<file path="src/rtl/cfce_pkg.sv">
// ----------------------------------------------------------------------------
// cfce_pkg
// Shared types and constants for the FAT cluster chain extents block.
// ----------------------------------------------------------------------------
package cfce_pkg;

    // result codes
    typedef enum logic [1:0] {
        KIND_FETCH  = 2'd0,
        KIND_EXTENT = 2'd1,
        KIND_FINISH = 2'd2,
        KIND_LOOP   = 2'd3
    } kind_t;

    // input function codes
    localparam logic FUNC_START = 1'b0;
    localparam logic FUNC_WORD  = 1'b1;

    // fat_kind register codes
    localparam logic [1:0] FAT12 = 2'd0;
    localparam logic [1:0] FAT16 = 2'd1;

    // register indexes
    localparam logic REG_FAT_KIND = 1'b0;
    localparam logic REG_DCC      = 1'b1;

    localparam int CFG_DATA_W = 28;

    // end-of-chain marks
    localparam logic [31:0] END_FAT12 = 32'h0000_0FF8;
    localparam logic [31:0] END_FAT16 = 32'h0000_FFF8;
    localparam logic [31:0] END_FAT32 = 32'h0FFF_FFF8;

    localparam int QUEUE_DEPTH_DEF = 4;

    // work for the back end: an optional closed extent plus one final result
    typedef struct packed {
        logic        has_extent;
        logic [27:0] ext_start;
        logic [28:0] ext_vcn;
        kind_t       final_kind;
        logic [29:0] fetch_offset;
        logic [28:0] total;
    } cmd_t;

    typedef struct packed {
        logic valid;
        cmd_t cmd;
    } head_t;

endpackage

</file>
<file path="src/rtl/cfce_front.sv">
// ----------------------------------------------------------------------------
// cfce_front
// Takes items, decodes FAT words, classifies clusters and keeps chain state.
// ----------------------------------------------------------------------------
module cfce_front
(
    input  logic                            clk,
    input  logic                            rst_n,
    input  logic                            wr_en,
    input  logic                            wr_index,
    input  logic [cfce_pkg::CFG_DATA_W-1:0] wr_data,
    input  logic                            accept,
    input  logic                            func,
    input  logic [31:0]                     value,
    output logic                            cmd_valid,
    output cfce_pkg::cmd_t                  cmd
);

    logic [1:0]  fat_kind_reg;
    logic [27:0] dcc_reg;
    logic [27:0] run_first_reg, run_first_next;
    logic [27:0] run_prev_reg, run_prev_next;
    logic [28:0] vcn_sum_reg, vcn_sum_next;
    logic [28:0] tally_reg, tally_next;
    logic        active_reg, active_next;

    logic [27:0] base_first, base_prev;
    logic [28:0] base_vcn, base_tally;
    logic [31:0] clus, end_mark;
    logic [28:0] limit, run_len, vcn_close, tally_inc;
    logic [27:0] clus28;
    logic        bad, open_run, contig, loop_hit;

    always_ff @(posedge clk or negedge rst_n)
    begin
        if (!rst_n)
        begin
            fat_kind_reg  <= cfce_pkg::FAT12;
            dcc_reg       <= 28'd1;
            run_first_reg <= '0;
            run_prev_reg  <= '0;
            vcn_sum_reg   <= '0;
            tally_reg     <= '0;
            active_reg    <= 1'b0;
        end
        else
        begin
            if (wr_en)
            begin
                if (wr_index == cfce_pkg::REG_FAT_KIND)
                    fat_kind_reg <= wr_data[1:0];
                else
                    dcc_reg <= wr_data;
            end
            run_first_reg <= run_first_next;
            run_prev_reg  <= run_prev_next;
            vcn_sum_reg   <= vcn_sum_next;
            tally_reg     <= tally_next;
            active_reg    <= active_next;
        end
    end

    always_comb
    begin
        // a start item works from a cleared chain
        if (func == cfce_pkg::FUNC_START)
        begin
            base_first = '0;
            base_prev  = '0;
            base_vcn   = '0;
            base_tally = '0;
            clus       = value;
        end
        else
        begin
            base_first = run_first_reg;
            base_prev  = run_prev_reg;
            base_vcn   = vcn_sum_reg;
            base_tally = tally_reg;
            case (fat_kind_reg)
                cfce_pkg::FAT12:
                    clus = run_prev_reg[0] ? {20'd0, value[15:4]} : {20'd0, value[11:0]};
                cfce_pkg::FAT16:
                    clus = {16'd0, value[15:0]};
                default:
                    clus = {4'd0, value[27:0]};
            endcase
        end

        case (fat_kind_reg)
            cfce_pkg::FAT12: end_mark = cfce_pkg::END_FAT12;
            cfce_pkg::FAT16: end_mark = cfce_pkg::END_FAT16;
            default:         end_mark = cfce_pkg::END_FAT32;
        endcase

        limit     = {1'b0, dcc_reg} + 29'd1;
        clus28    = clus[27:0];
        bad       = (clus >= end_mark) || (clus < 32'd2) || (clus > {3'd0, limit});
        open_run  = (base_prev != '0);
        contig    = open_run && ({1'b0, clus28} == ({1'b0, base_prev} + 29'd1));
        run_len   = {1'b0, base_prev} - {1'b0, base_first} + 29'd1;
        vcn_close = base_vcn + run_len;
        tally_inc = base_tally + 29'd1;
        loop_hit  = (tally_inc >= limit);

        cmd_valid      = accept && ((func == cfce_pkg::FUNC_START) || active_reg);
        run_first_next = run_first_reg;
        run_prev_next  = run_prev_reg;
        vcn_sum_next   = vcn_sum_reg;
        tally_next     = tally_reg;
        active_next    = active_reg;

        cmd.ext_start    = base_first - 28'd2;
        cmd.ext_vcn      = vcn_close;
        cmd.fetch_offset = '0;

        if (bad)
        begin
            cmd.has_extent = open_run;
            cmd.final_kind = cfce_pkg::KIND_FINISH;
            cmd.total      = base_tally;
        end
        else
        begin
            cmd.has_extent = open_run && !contig;
            cmd.final_kind = loop_hit ? cfce_pkg::KIND_LOOP : cfce_pkg::KIND_FETCH;
            cmd.total      = tally_inc;
            if (!loop_hit)
            begin
                case (fat_kind_reg)
                    cfce_pkg::FAT12:
                        cmd.fetch_offset = {2'd0, clus28} + {3'd0, clus28[27:1]};
                    cfce_pkg::FAT16:
                        cmd.fetch_offset = {1'b0, clus28, 1'b0};
                    default:
                        cmd.fetch_offset = {clus28, 2'b00};
                endcase
            end
        end

        if (cmd_valid)
        begin
            if (bad)
            begin
                run_first_next = base_first;
                run_prev_next  = base_prev;
                vcn_sum_next   = open_run ? vcn_close : base_vcn;
                tally_next     = base_tally;
                active_next    = 1'b0;
            end
            else
            begin
                run_first_next = contig ? base_first : clus28;
                run_prev_next  = clus28;
                vcn_sum_next   = (open_run && !contig) ? vcn_close : base_vcn;
                tally_next     = tally_inc;
                active_next    = !loop_hit;
            end
        end
    end

    a_loop_stops: assert property (@(posedge clk) disable iff (!rst_n)
        cmd_valid && (cmd.final_kind == cfce_pkg::KIND_LOOP) |=> !active_reg)
        else $error("chain still active after loop error");

    a_word_idle: assert property (@(posedge clk) disable iff (!rst_n)
        accept && (func == cfce_pkg::FUNC_WORD) && !active_reg |-> !cmd_valid)
        else $error("fat word taken while idle");

    a_run_order: assert property (@(posedge clk) disable iff (!rst_n)
        active_reg |-> (run_prev_reg >= run_first_reg))
        else $error("open run ends before it starts");

endmodule

</file>
<file path="src/rtl/cfce_queue.sv">
// ----------------------------------------------------------------------------
// cfce_queue
// Short command queue between the front and back ends.
// ----------------------------------------------------------------------------
module cfce_queue
#(
    parameter int DEPTH = cfce_pkg::QUEUE_DEPTH_DEF
)
(
    input  logic           clk,
    input  logic           rst_n,
    input  logic           enq,
    input  cfce_pkg::cmd_t enq_cmd,
    input  logic           deq,
    output logic           full,
    output cfce_pkg::head_t head
);

    localparam int PTR_W = (DEPTH > 1) ? $clog2(DEPTH) : 1;
    localparam int CNT_W = $clog2(DEPTH + 1);

    cfce_pkg::cmd_t mem [DEPTH];
    logic [PTR_W-1:0] wr_ptr_reg, rd_ptr_reg;
    logic [CNT_W-1:0] count_reg;
    logic             do_deq;

    assign do_deq     = deq && (count_reg != '0);
    assign full       = (count_reg == CNT_W'(DEPTH));
    assign head.valid = (count_reg != '0);
    assign head.cmd   = mem[rd_ptr_reg];

    always_ff @(posedge clk)
    begin
        if (enq && !full)
            mem[wr_ptr_reg] <= enq_cmd;
    end

    always_ff @(posedge clk or negedge rst_n)
    begin
        if (!rst_n)
        begin
            wr_ptr_reg <= '0;
            rd_ptr_reg <= '0;
            count_reg  <= '0;
        end
        else
        begin
            if (enq && !full)
                wr_ptr_reg <= (wr_ptr_reg == PTR_W'(DEPTH - 1)) ? '0 : wr_ptr_reg + 1'b1;
            if (do_deq)
                rd_ptr_reg <= (rd_ptr_reg == PTR_W'(DEPTH - 1)) ? '0 : rd_ptr_reg + 1'b1;
            case ({enq && !full, do_deq})
                2'b10:   count_reg <= count_reg + 1'b1;
                2'b01:   count_reg <= count_reg - 1'b1;
                default: count_reg <= count_reg;
            endcase
        end
    end

    a_count_bound: assert property (@(posedge clk) disable iff (!rst_n)
        count_reg <= CNT_W'(DEPTH))
        else $error("queue count past depth");

    a_count_up: assert property (@(posedge clk) disable iff (!rst_n)
        enq && !full && !do_deq |=> count_reg == $past(count_reg) + 1'b1)
        else $error("queue lost an item");

endmodule

</file>
<file path="src/rtl/cfce_back.sv">
// ----------------------------------------------------------------------------
// cfce_back
// Turns each queued command into one or two results for the output side.
// ----------------------------------------------------------------------------
module cfce_back
(
    input  logic            clk,
    input  logic            rst_n,
    input  cfce_pkg::head_t head,
    output logic            deq,
    input  logic            pop,
    output logic            empty,
    output logic [1:0]      kind,
    output logic [27:0]     extent_start,
    output logic [28:0]     extent_next_vcn,
    output logic [29:0]     fetch_offset,
    output logic [28:0]     total_clusters,
    output logic            last
);

    logic sel_reg, sel_next;
    logic ext_phase;

    // the extent goes out first when there is one
    assign ext_phase = head.cmd.has_extent && !sel_reg;

    always_comb
    begin
        empty          = !head.valid;
        total_clusters = head.cmd.total;
        if (ext_phase)
        begin
            kind            = cfce_pkg::KIND_EXTENT;
            extent_start    = head.cmd.ext_start;
            extent_next_vcn = head.cmd.ext_vcn;
            fetch_offset    = '0;
            last            = 1'b0;
        end
        else
        begin
            kind            = head.cmd.final_kind;
            extent_start    = '0;
            extent_next_vcn = '0;
            fetch_offset    = head.cmd.fetch_offset;
            last            = 1'b1;
        end

        deq      = 1'b0;
        sel_next = sel_reg;
        if (pop && head.valid)
        begin
            if (ext_phase)
                sel_next = 1'b1;
            else
            begin
                deq      = 1'b1;
                sel_next = 1'b0;
            end
        end
    end

    always_ff @(posedge clk or negedge rst_n)
    begin
        if (!rst_n)
            sel_reg <= 1'b0;
        else
            sel_reg <= sel_next;
    end

    a_sel_needs_ext: assert property (@(posedge clk) disable iff (!rst_n)
        sel_reg |-> head.valid && head.cmd.has_extent)
        else $error("second half selected without extent");

endmodule

</file>
<file path="src/rtl/fat_cluster_chain_extents_top.sv">
// ----------------------------------------------------------------------------
// fat_cluster_chain_extents_top
// Walks FAT12/16/32 cluster chains and reports extents and fetch offsets.
// ----------------------------------------------------------------------------
// channel   direction  handshake                 payload
// input     in         push / full               func, value
// result    out        pop / empty               kind, extent_start,
//                                                extent_next_vcn, fetch_offset,
//                                                total_clusters, last
// config    in         wr_en                     wr_index, wr_data
//
// one item accepted per cycle while full is low; the front decodes it, updates
// chain state and queues a command of one or two results (none for a word taken
// while idle). results leave at one per cycle while pop is high and empty is low;
// an item that closes an extent gives two. full rises once QUEUE_DEPTH commands wait.
// reset empties the queue and clears chain state; no clearing pass.
// ----------------------------------------------------------------------------
module fat_cluster_chain_extents_top
#(
    parameter int QUEUE_DEPTH = cfce_pkg::QUEUE_DEPTH_DEF
)
(
    input  logic                            clk,
    input  logic                            rst_n,
    input  logic                            wr_en,
    input  logic                            wr_index,
    input  logic [cfce_pkg::CFG_DATA_W-1:0] wr_data,
    input  logic                            push,
    output logic                            full,
    input  logic                            func,
    input  logic [31:0]                     value,
    input  logic                            pop,
    output logic                            empty,
    output logic [1:0]                      kind,
    output logic [27:0]                     extent_start,
    output logic [28:0]                     extent_next_vcn,
    output logic [29:0]                     fetch_offset,
    output logic [28:0]                     total_clusters,
    output logic                            last
);

    logic            accept;
    logic            cmd_valid;
    logic            deq;
    cfce_pkg::cmd_t  cmd;
    cfce_pkg::head_t head;

    assign accept = push && !full;

    cfce_front u_front
    (
        .clk       (clk),
        .rst_n     (rst_n),
        .wr_en     (wr_en),
        .wr_index  (wr_index),
        .wr_data   (wr_data),
        .accept    (accept),
        .func      (func),
        .value     (value),
        .cmd_valid (cmd_valid),
        .cmd       (cmd)
    );

    cfce_queue #(.DEPTH(QUEUE_DEPTH)) u_queue
    (
        .clk     (clk),
        .rst_n   (rst_n),
        .enq     (cmd_valid),
        .enq_cmd (cmd),
        .deq     (deq),
        .full    (full),
        .head    (head)
    );

    cfce_back u_back
    (
        .clk             (clk),
        .rst_n           (rst_n),
        .head            (head),
        .deq             (deq),
        .pop             (pop),
        .empty           (empty),
        .kind            (kind),
        .extent_start    (extent_start),
        .extent_next_vcn (extent_next_vcn),
        .fetch_offset    (fetch_offset),
        .total_clusters  (total_clusters),
        .last            (last)
    );

endmodule

</file>
<file path="config.mk">
export PLATFORM = sky130hd
export DESIGN_NAME = fat_cluster_chain_extents_top
export DESIGN_NICKNAME = d
export VERILOG_FILES = /design/src/rtl/cfce_pkg.sv /design/src/rtl/cfce_front.sv /design/src/rtl/cfce_queue.sv /design/src/rtl/cfce_back.sv /design/src/rtl/fat_cluster_chain_extents_top.sv
export SDC_FILE = /design/constraint.sdc
export NUM_CORES = 1
export LEC_CHECK = 0
export BUFFER_PORTS_ARGS = -buffer_cell sky130_fd_sc_hd__buf_2
export CORE_ASPECT_RATIO = 2
export CORE_MARGIN = 2
export CORE_UTILIZATION = 41
export CTS_BUF_LIST = sky130_fd_sc_hd__clkbuf_8 sky130_fd_sc_hd__clkbuf_16
export DETAILED_ROUTE_END_ITERATION = 8
export GPL_TIMING_DRIVEN = 0
export PLACE_DENSITY = 0.66
export SETUP_SLACK_MARGIN = 0.4
export SKIP_CTS_REPAIR_TIMING = 1
export SYNTH_ARGS = -nofsm -noshare
export SYNTH_HDL_FRONTEND = slang
export SYNTH_HIERARCHICAL = 1
export SYNTH_SLANG_ARGS = --single-unit
</file>
<file path="constraint.sdc">
create_clock -name clk -period 7 [get_ports clk]
set_clock_uncertainty 0.1 [all_clocks]
set_input_delay 1.05 -clock clk [delete_from_list [all_inputs] [get_ports clk]]
set_output_delay 1.05 -clock clk [all_outputs]
set_load 0.05 [all_outputs]
</file>
==> impl_metrics.csv, run 1 <==
group,metric,value,unit
run_status,outcome,"completed",
logic_synthesis,synth_ff_type,"edfxtp_1",
grt,grt_usage,25.6,%
timing,hold_viol_final,0,
floorplan,num_io_pins,188,
route,wl_per_cell,26.1,microns
timing,clock.fmax,156,MHz
timing,relSlewSlack,10.9,%
grt,overflow,0,
grt,grt_pass1_wl,162000,microns
worst_setup_path,crit_path_max_incr_delay,0.46,ns
logic_synthesis,syn_area,0.0347,sq mm
power_and_ir_drop,finalPower,17.0,mW
logic_synthesis,avgSynthCellArea,12.0,sq um
logic_synthesis,yosys.cell_types.count,92,
logic_synthesis,ys_ff_latch,629,
route,via_per_inst,5.71,
route,drtIter0Drc,1601,
clock_network,cts-root-buf,"clkbuf_16",
power_and_ir_drop,ir_drop,306,uV
logic_synthesis,yosysWarnings,6,
floorplan,core_area,0.0837,sq mm
clock_network,htreeDepth,2,
placed_design,dpl.hpwl,85200,microns
worst_setup_path,cpMaxStageDelayCell,"a2111oi_4",
logic_synthesis,synth_top_area_share,41.2,%
worst_setup_path,path_common_cell,"buf_6",
logic_synthesis,async_flop_share,24.3,%
clock_network,clk_pin_slew,0.07,ns
logic_synthesis,yosys-top-cells-area,"edfxtp_1 (41%), dfrtp_1 (11%), mux4_2 (7.7%), ha_1 (5.4%), nand2_1 (4.0%)",
worst_setup_path,worstSetupEndpointType,"flip-flop",
logic_synthesis,yosysSeqAreaShare,52.2,%
logic_synthesis,synthTopCellsByCount,"edfxtp_1 (476), nand2_1 (370), o21ai_0 (169)",
worst_setup_path,worstPathRequired,7.29,ns
logic_synthesis,syn-num-nets,3136,
route,drtPass1Iterations,6,
worst_setup_path,crit_path_max_fanout,10,
grt,grt_max_degree,106,
worst_setup_path,reg2reg_depth,18,
route,wl,111000,microns
layout,drive_above_1_share,19.7,%
route,drc,0,
timing,worst_slew_pin_slew,1.30,ns
clock_network,clock_latency,0.66,ns
timing,fin_crit_sh,91.6,%
job,maxCapViolCount,0,
clock_network,cts_max_path_buffers,3,
timing,setup_viol,0,
worst_setup_path,cp-start-kind,"primary input",
floorplan,die_area,0.0871,sq mm
logic_synthesis,syn-instance-count,2891,
route,ant_nets,0,
floorplan,initial_core_util,41.5,%
worst_setup_path,crit_type,"primary input to flip-flop",
layout,nets,3387,
timing,finalWorstSetupSlack,0.589,ns
layout,syn2layout_area_growth,14.1,%
clock_network,cts-buffers-inserted,56,
worst_setup_path,arrival,6.70,ns
placed_design,dp_slack,-3.13,ns
floorplan,rows,150,
logic_synthesis,synth_top_area_cell,"edfxtp_1",
logic_synthesis,synth_most_common_cell,"edfxtp_1",
floorplan,fp.dieW,210,microns
placed_design,dpl.cell_count,4143,
layout,largest_register_ff_count,476,
worst_hold_path,hold_path.class,"primary input to asynchronous set/reset pin",
grt,grt_pass1_vias,25100,
route,via_count,24300,
clock_network,cts_tree,"yes",
floorplan,die_height,415,microns
grt,antenna_found_initial,15,
timing,fin_crit,6.41,ns
timing,slew_violations,0,
logic_synthesis,synth_edf_count,476,
layout,final_cells,4264,
power_and_ir_drop,powerDensity,429,mW/mm^2
timing,rsz0062_at_grt,"false",
placed_design,portBuffers,179,
clock_network,cts_sinks,629,
timing,holdWs,0.182,ns
power_and_ir_drop,p_leak,15.2,nW
placed_design,finalWeightedCongestion,0.970,
## metrics by stage
stage | area, sq um | util [%] | TNS [ns]
floorplan | 34700 | - | 0
global placement | 36900 | 44.1 | -1746.96
detailed placement | 37200 | 44.4 | -661.90
CTS | 39100 | 46.8 | -373.84
global route | 39600 | 47.3 | 0
finish | 39600 | 47.3 | 0
## final cells by class
| type | instances | area [sq um] |
|---|---|---|
| fill | 7668 | 44100 |
| sequential | 629 | 18100 |
| multi-input combinational | 1962 | 15400 |
| clock buffer | 57 | 1420 |
| tap | 1064 | 1330 |
| timing repair buffer | 193 | 1200 |
| buffer | 192 | 1170 |
| clock inverter | 49 | 517 |
| inverter | 108 | 405 |
| antenna | 10 | 25.0 |
## critical path, delay by kind of cell
kind                       cells  cell delay (ns)
and+or+nand+nor               13             2.25
buffers and inverters         11             1.95
AOI/OAI and AO/OA              3             0.78
adders and majority gates      2             0.45
xor gates and xnor gates       1             0.16
## cells in the final DEF, fill, tap and decap left out, types with 18 or more instances in the layout
| cell | n |
|---|---|
| nor2_1 | 133 |
| o211ai_1 | 18 |
| ha_1 | 148 |
| buf_6 | 29 |
| fa_1 | 29 |
| xnor2_1 | 94 |
| edfxtp_1 | 476 |
| clkbuf_1 | 83 |
| nor3_1 | 38 |
| a21oi_1 | 98 |
| mux2_2 | 38 |
| or3_1 | 18 |
| dfrtp_1 | 152 |
| mux2i_1 | 35 |
| and3_1 | 22 |
| nand2_1 | 370 |
| nand3_1 | 66 |
| buf_2 | 200 |
| buf_4 | 38 |
| nand4_1 | 39 |
| a21o_1 | 43 |
| clkbuf_16 | 56 |
| o21ai_0 | 169 |
| xor2_1 | 83 |
| mux4_2 | 119 |
| and2_1 | 127 |
| inv_1 | 104 |
## worst paths after layout
check	start	to	slack, ns
worst min register to register	u_queue/count_reg[2]$_DFFE_PN0P_	u_queue/count_reg[2]$_DFFE_PN0P_	0.39
worst max-delay path	func	u_queue/mem[3][56]$_DFFE_PP_	0.59
max in group asynchronous	rst_n	u_front/run_prev_reg[17]$_DFFE_PN0P_	5.62
worst min-delay path	rst_n	u_front/tally_reg[13]$_DFFE_PN0P_	0.18
worst max register to register	u_front/fat_kind_reg[1]$_DFFE_PN0P_	u_queue/mem[3][27]$_DFFE_PP_	0.82
min in group clk	u_queue/count_reg[2]$_DFFE_PN0P_	u_queue/count_reg[2]$_DFFE_PN0P_	0.39
## kinds of logic after synthesis
| logic type | Yosys count | share of synthesized area, % |
|---|---|---|
| AO/OA/AOI/OAI | 477 | 8.45 |
| XOR/XNOR | 182 | 4.71 |
| adder cells (fa/ha/maj) | 179 | 7.07 |
| buffers and inverters | 300 | 4.31 |
| flip-flops | 629 | 52.2 |
| multiplexers | 196 | 10.2 |
| AND/OR/NAND/NOR | 928 | 13.1 |
## power by group
part | switching [mW] | internal (mW) | total [mW]
logic | 5.49 | 2.73 | 8.22
clock network | 1.46 | 1.76 | 3.23
registers | 0.266 | 5.26 | 5.52
## routing by layer
metal / up-vias / wire (microns) / GRT usage [%]
li1: 11100 / - / -
met2: 844 / 59400 / 47.4
met4: 8 / 10200 / 20.3
met5: - / 58 / 0
met1: 12100 / 36700 / 25.3
met3: 360 / 5080 / 3.52
Power figures use the tool's default switching activity.
==> inputs of run 2 (changes only) <==
--- a/config.mk
+++ b/config.mk
@@ -11,7 +11,6 @@
 export CORE_UTILIZATION = 41
 export CTS_BUF_LIST = sky130_fd_sc_hd__clkbuf_8 sky130_fd_sc_hd__clkbuf_16
 export DETAILED_ROUTE_END_ITERATION = 8
-export GPL_TIMING_DRIVEN = 0
 export PLACE_DENSITY = 0.66
 export SETUP_SLACK_MARGIN = 0.4
 export SKIP_CTS_REPAIR_TIMING = 1
==> run 2 against run 1 <==
Power fell by 2.9%. Flip-flop and latch count did not move. Final area fell by 3.2%. Sequential power rose by 2%. Critical endpoint is now u_front/run_first_reg[25]$_DFFE_PN0P_. Routed wire length fell by 8.5%. Largest cell class unchanged. Largest power group unchanged. Non-clock buffer count fell by 149. Utilization fell by 1.5 points.
==> impl_metrics.csv, run 2 (synthesized netlist as in run 1, its figures left out) <==
group,metric,value,unit
power_and_ir_drop,ir_drop,303,uV
grt,grt.met3_usage,3.88,%
timing,clock.fmax,166,MHz
route,drc,0,
placed_design,portBuffers,187,
route,ant_nets,0,
route,wl_per_cell,24.8,microns
placed_design,dpl.cell_count,3999,
clock_network,htreeDepth,2,
timing,fin_crit_sh,86.3,%
layout,drive_above_1_share,17.5,%
timing,relSlewSlack,25.4,%
worst_setup_path,timing.rr.start,"u_front/fat_kind_reg[1]$_DFFE_PN0P_",
floorplan,initial_core_util,41.5,%
floorplan,core_area,0.0837,sq mm
clock_network,cts-buffers-inserted,56,
floorplan,die_height,415,microns
worst_setup_path,cpMaxStageDelayCell,"nor2_4",
grt,grt_pass1_vias,23900,
clock_network,cts_tree,"yes",
timing,slew_violations,0,
layout,final_cells,4111,
floorplan,num_io_pins,188,
worst_setup_path,worstSetupEndpointType,"flip-flop",
grt,antenna_found_initial,16,
placed_design,finalWeightedCongestion,1.04,
layout,final_util,45.8,%
floorplan,die_area,0.0871,sq mm
timing,fin_setup_tns,0,ns
run_status,outcome,"completed",
timing,setup_viol,0,
worst_setup_path,path_cells,"buf_4 > buf_4 > nand2b_1 > nand2_1 > inv_1 > ha_1 > and4_1 > nand3_1 > a2111oi_0 > a41oi_1 > o21ai_0 > and4b_1 > nand2_1 > nor2_4 > o21ai_0",
job,maxCapViolCount,0,
route,wl,102000,microns
grt,grt.busiest_layer,"met2",
route,drtPass1Iterations,5,
timing,rsz0062_at_grt,"false",
grt,overflow,0,
grt,grt_pass1_wl,151000,microns
grt,grtUsageMet1,23.7,%
clock_network,clk_pin_slew,0.07,ns
worst_setup_path,crit_type,"primary input to flip-flop",
layout,syn2layout_area_growth,10.4,%
layout,largest_register_ff_count,476,
route,via_per_inst,5.73,
grt,grt_max_degree,90,
worst_setup_path,crit_path_max_incr_delay,0.89,ns
grt,grt_usage,23.4,%
timing,hold_viol_final,0,
layout,stdcell_area,0.0383,sq mm
worst_setup_path,cp-start-kind,"primary input",
route,via_count,23500,
power_and_ir_drop,finalPower,16.5,mW
layout,layout_commonest_cell,"edfxtp_1",
placed_design,dpl.hpwl,75000,microns
worst_setup_path,crit_path_max_fanout,68,
worst_setup_path,arrival,6.39,ns
grt,met2_usage,42.1,%
clock_network,cts_max_path_buffers,3,
floorplan,fp.dieW,210,microns
route,drtIter0Drc,1577,
layout,final_cell_mix,"edfxtp_1 (476), nand2_1 (369), buf_2 (185)",
floorplan,rows,150,
worst_setup_path,startpoint,"func",
layout,nets,3238,
power_and_ir_drop,p_leak,14.7,nW
worst_hold_path,hold_path.class,"primary input to asynchronous set/reset pin",
placed_design,post_dp_cell_area,0.0364,sq mm
timing,worst_slew_pin_slew,1.12,ns
power_and_ir_drop,powerDensity,430,mW/mm^2
clock_network,cts-root-buf,"clkbuf_16",
clock_network,clock_latency,0.66,ns
timing,fin_crit,6.04,ns
worst_setup_path,worstPathRequired,7.35,ns
clock_network,cts_sinks,629,
==> run 2: where the power goes <==
group	internal, mW	total [mW]	switching [mW]
logic	2.41	7.56	5.15
registers	5.26	5.65	0.383
clock network	1.79	3.26	1.48
==> run 2: metal layers <==
| metal | wire [microns] | part of all wire [%] |
|---|---|---|
| met5 | 55 | 0.054 |
| met4 | 9210 | 9.0 |
| met3 | 5330 | 5.2 |
| met2 | 52900 | 52 |
| met1 | 34400 | 34 |
==> run 2: metrics by stage <==
step / hold WS, ns / setup slack (ns)
final: 0.293 / 0.960
after global routing: 0.363 / 0.603
after CTS: 0.348 / 1.07
after detailed placement: 0.389 / 0.432
after global placement: 0.358 / 0.575
after floorplan: 0.342 / 0.418
==> run 2: final timing paths <==
path | end | cells past startpoint | slack [ns]
worst max-delay path | u_front/run_first_reg[25]$_DFFE_PN0P_ | 15 | 0.96
worst min-delay path | u_front/tally_reg[9]$_DFFE_PN0P_ | 1 | 0.29
worst max register to register | u_queue/mem[1][56]$_DFFE_PP_ | 16 | 1.02
worst min register to register | u_front/run_prev_reg[25]$_DFFE_PN0P_ | 2 | 0.40
max in group asynchronous | u_front/fat_kind_reg[0]$_DFFE_PN0P_ | 2 | 5.35
min in group clk | u_front/run_prev_reg[25]$_DFFE_PN0P_ | 2 | 0.40
==> run 2: critical path, delay by kind of cell <==
kind	cells	cell delay (ns)
AND/OR/NAND/NOR	7	2.73
AO/OA/AOI/OAI	4	1.20
adder cells (fa/ha/maj)	1	0.36
buffers and inverters	3	0.98
==> run 2: final cells by class <==
class	count	area (sq um)
antenna	8	20.0
clock buffer	56	1400
tap	1064	1330
timing repair buffer	236	1380
clock inverter	48	532
multi-input combinational	1962	15100
inverter	108	405
sequential	629	18100
fill	7690	45400
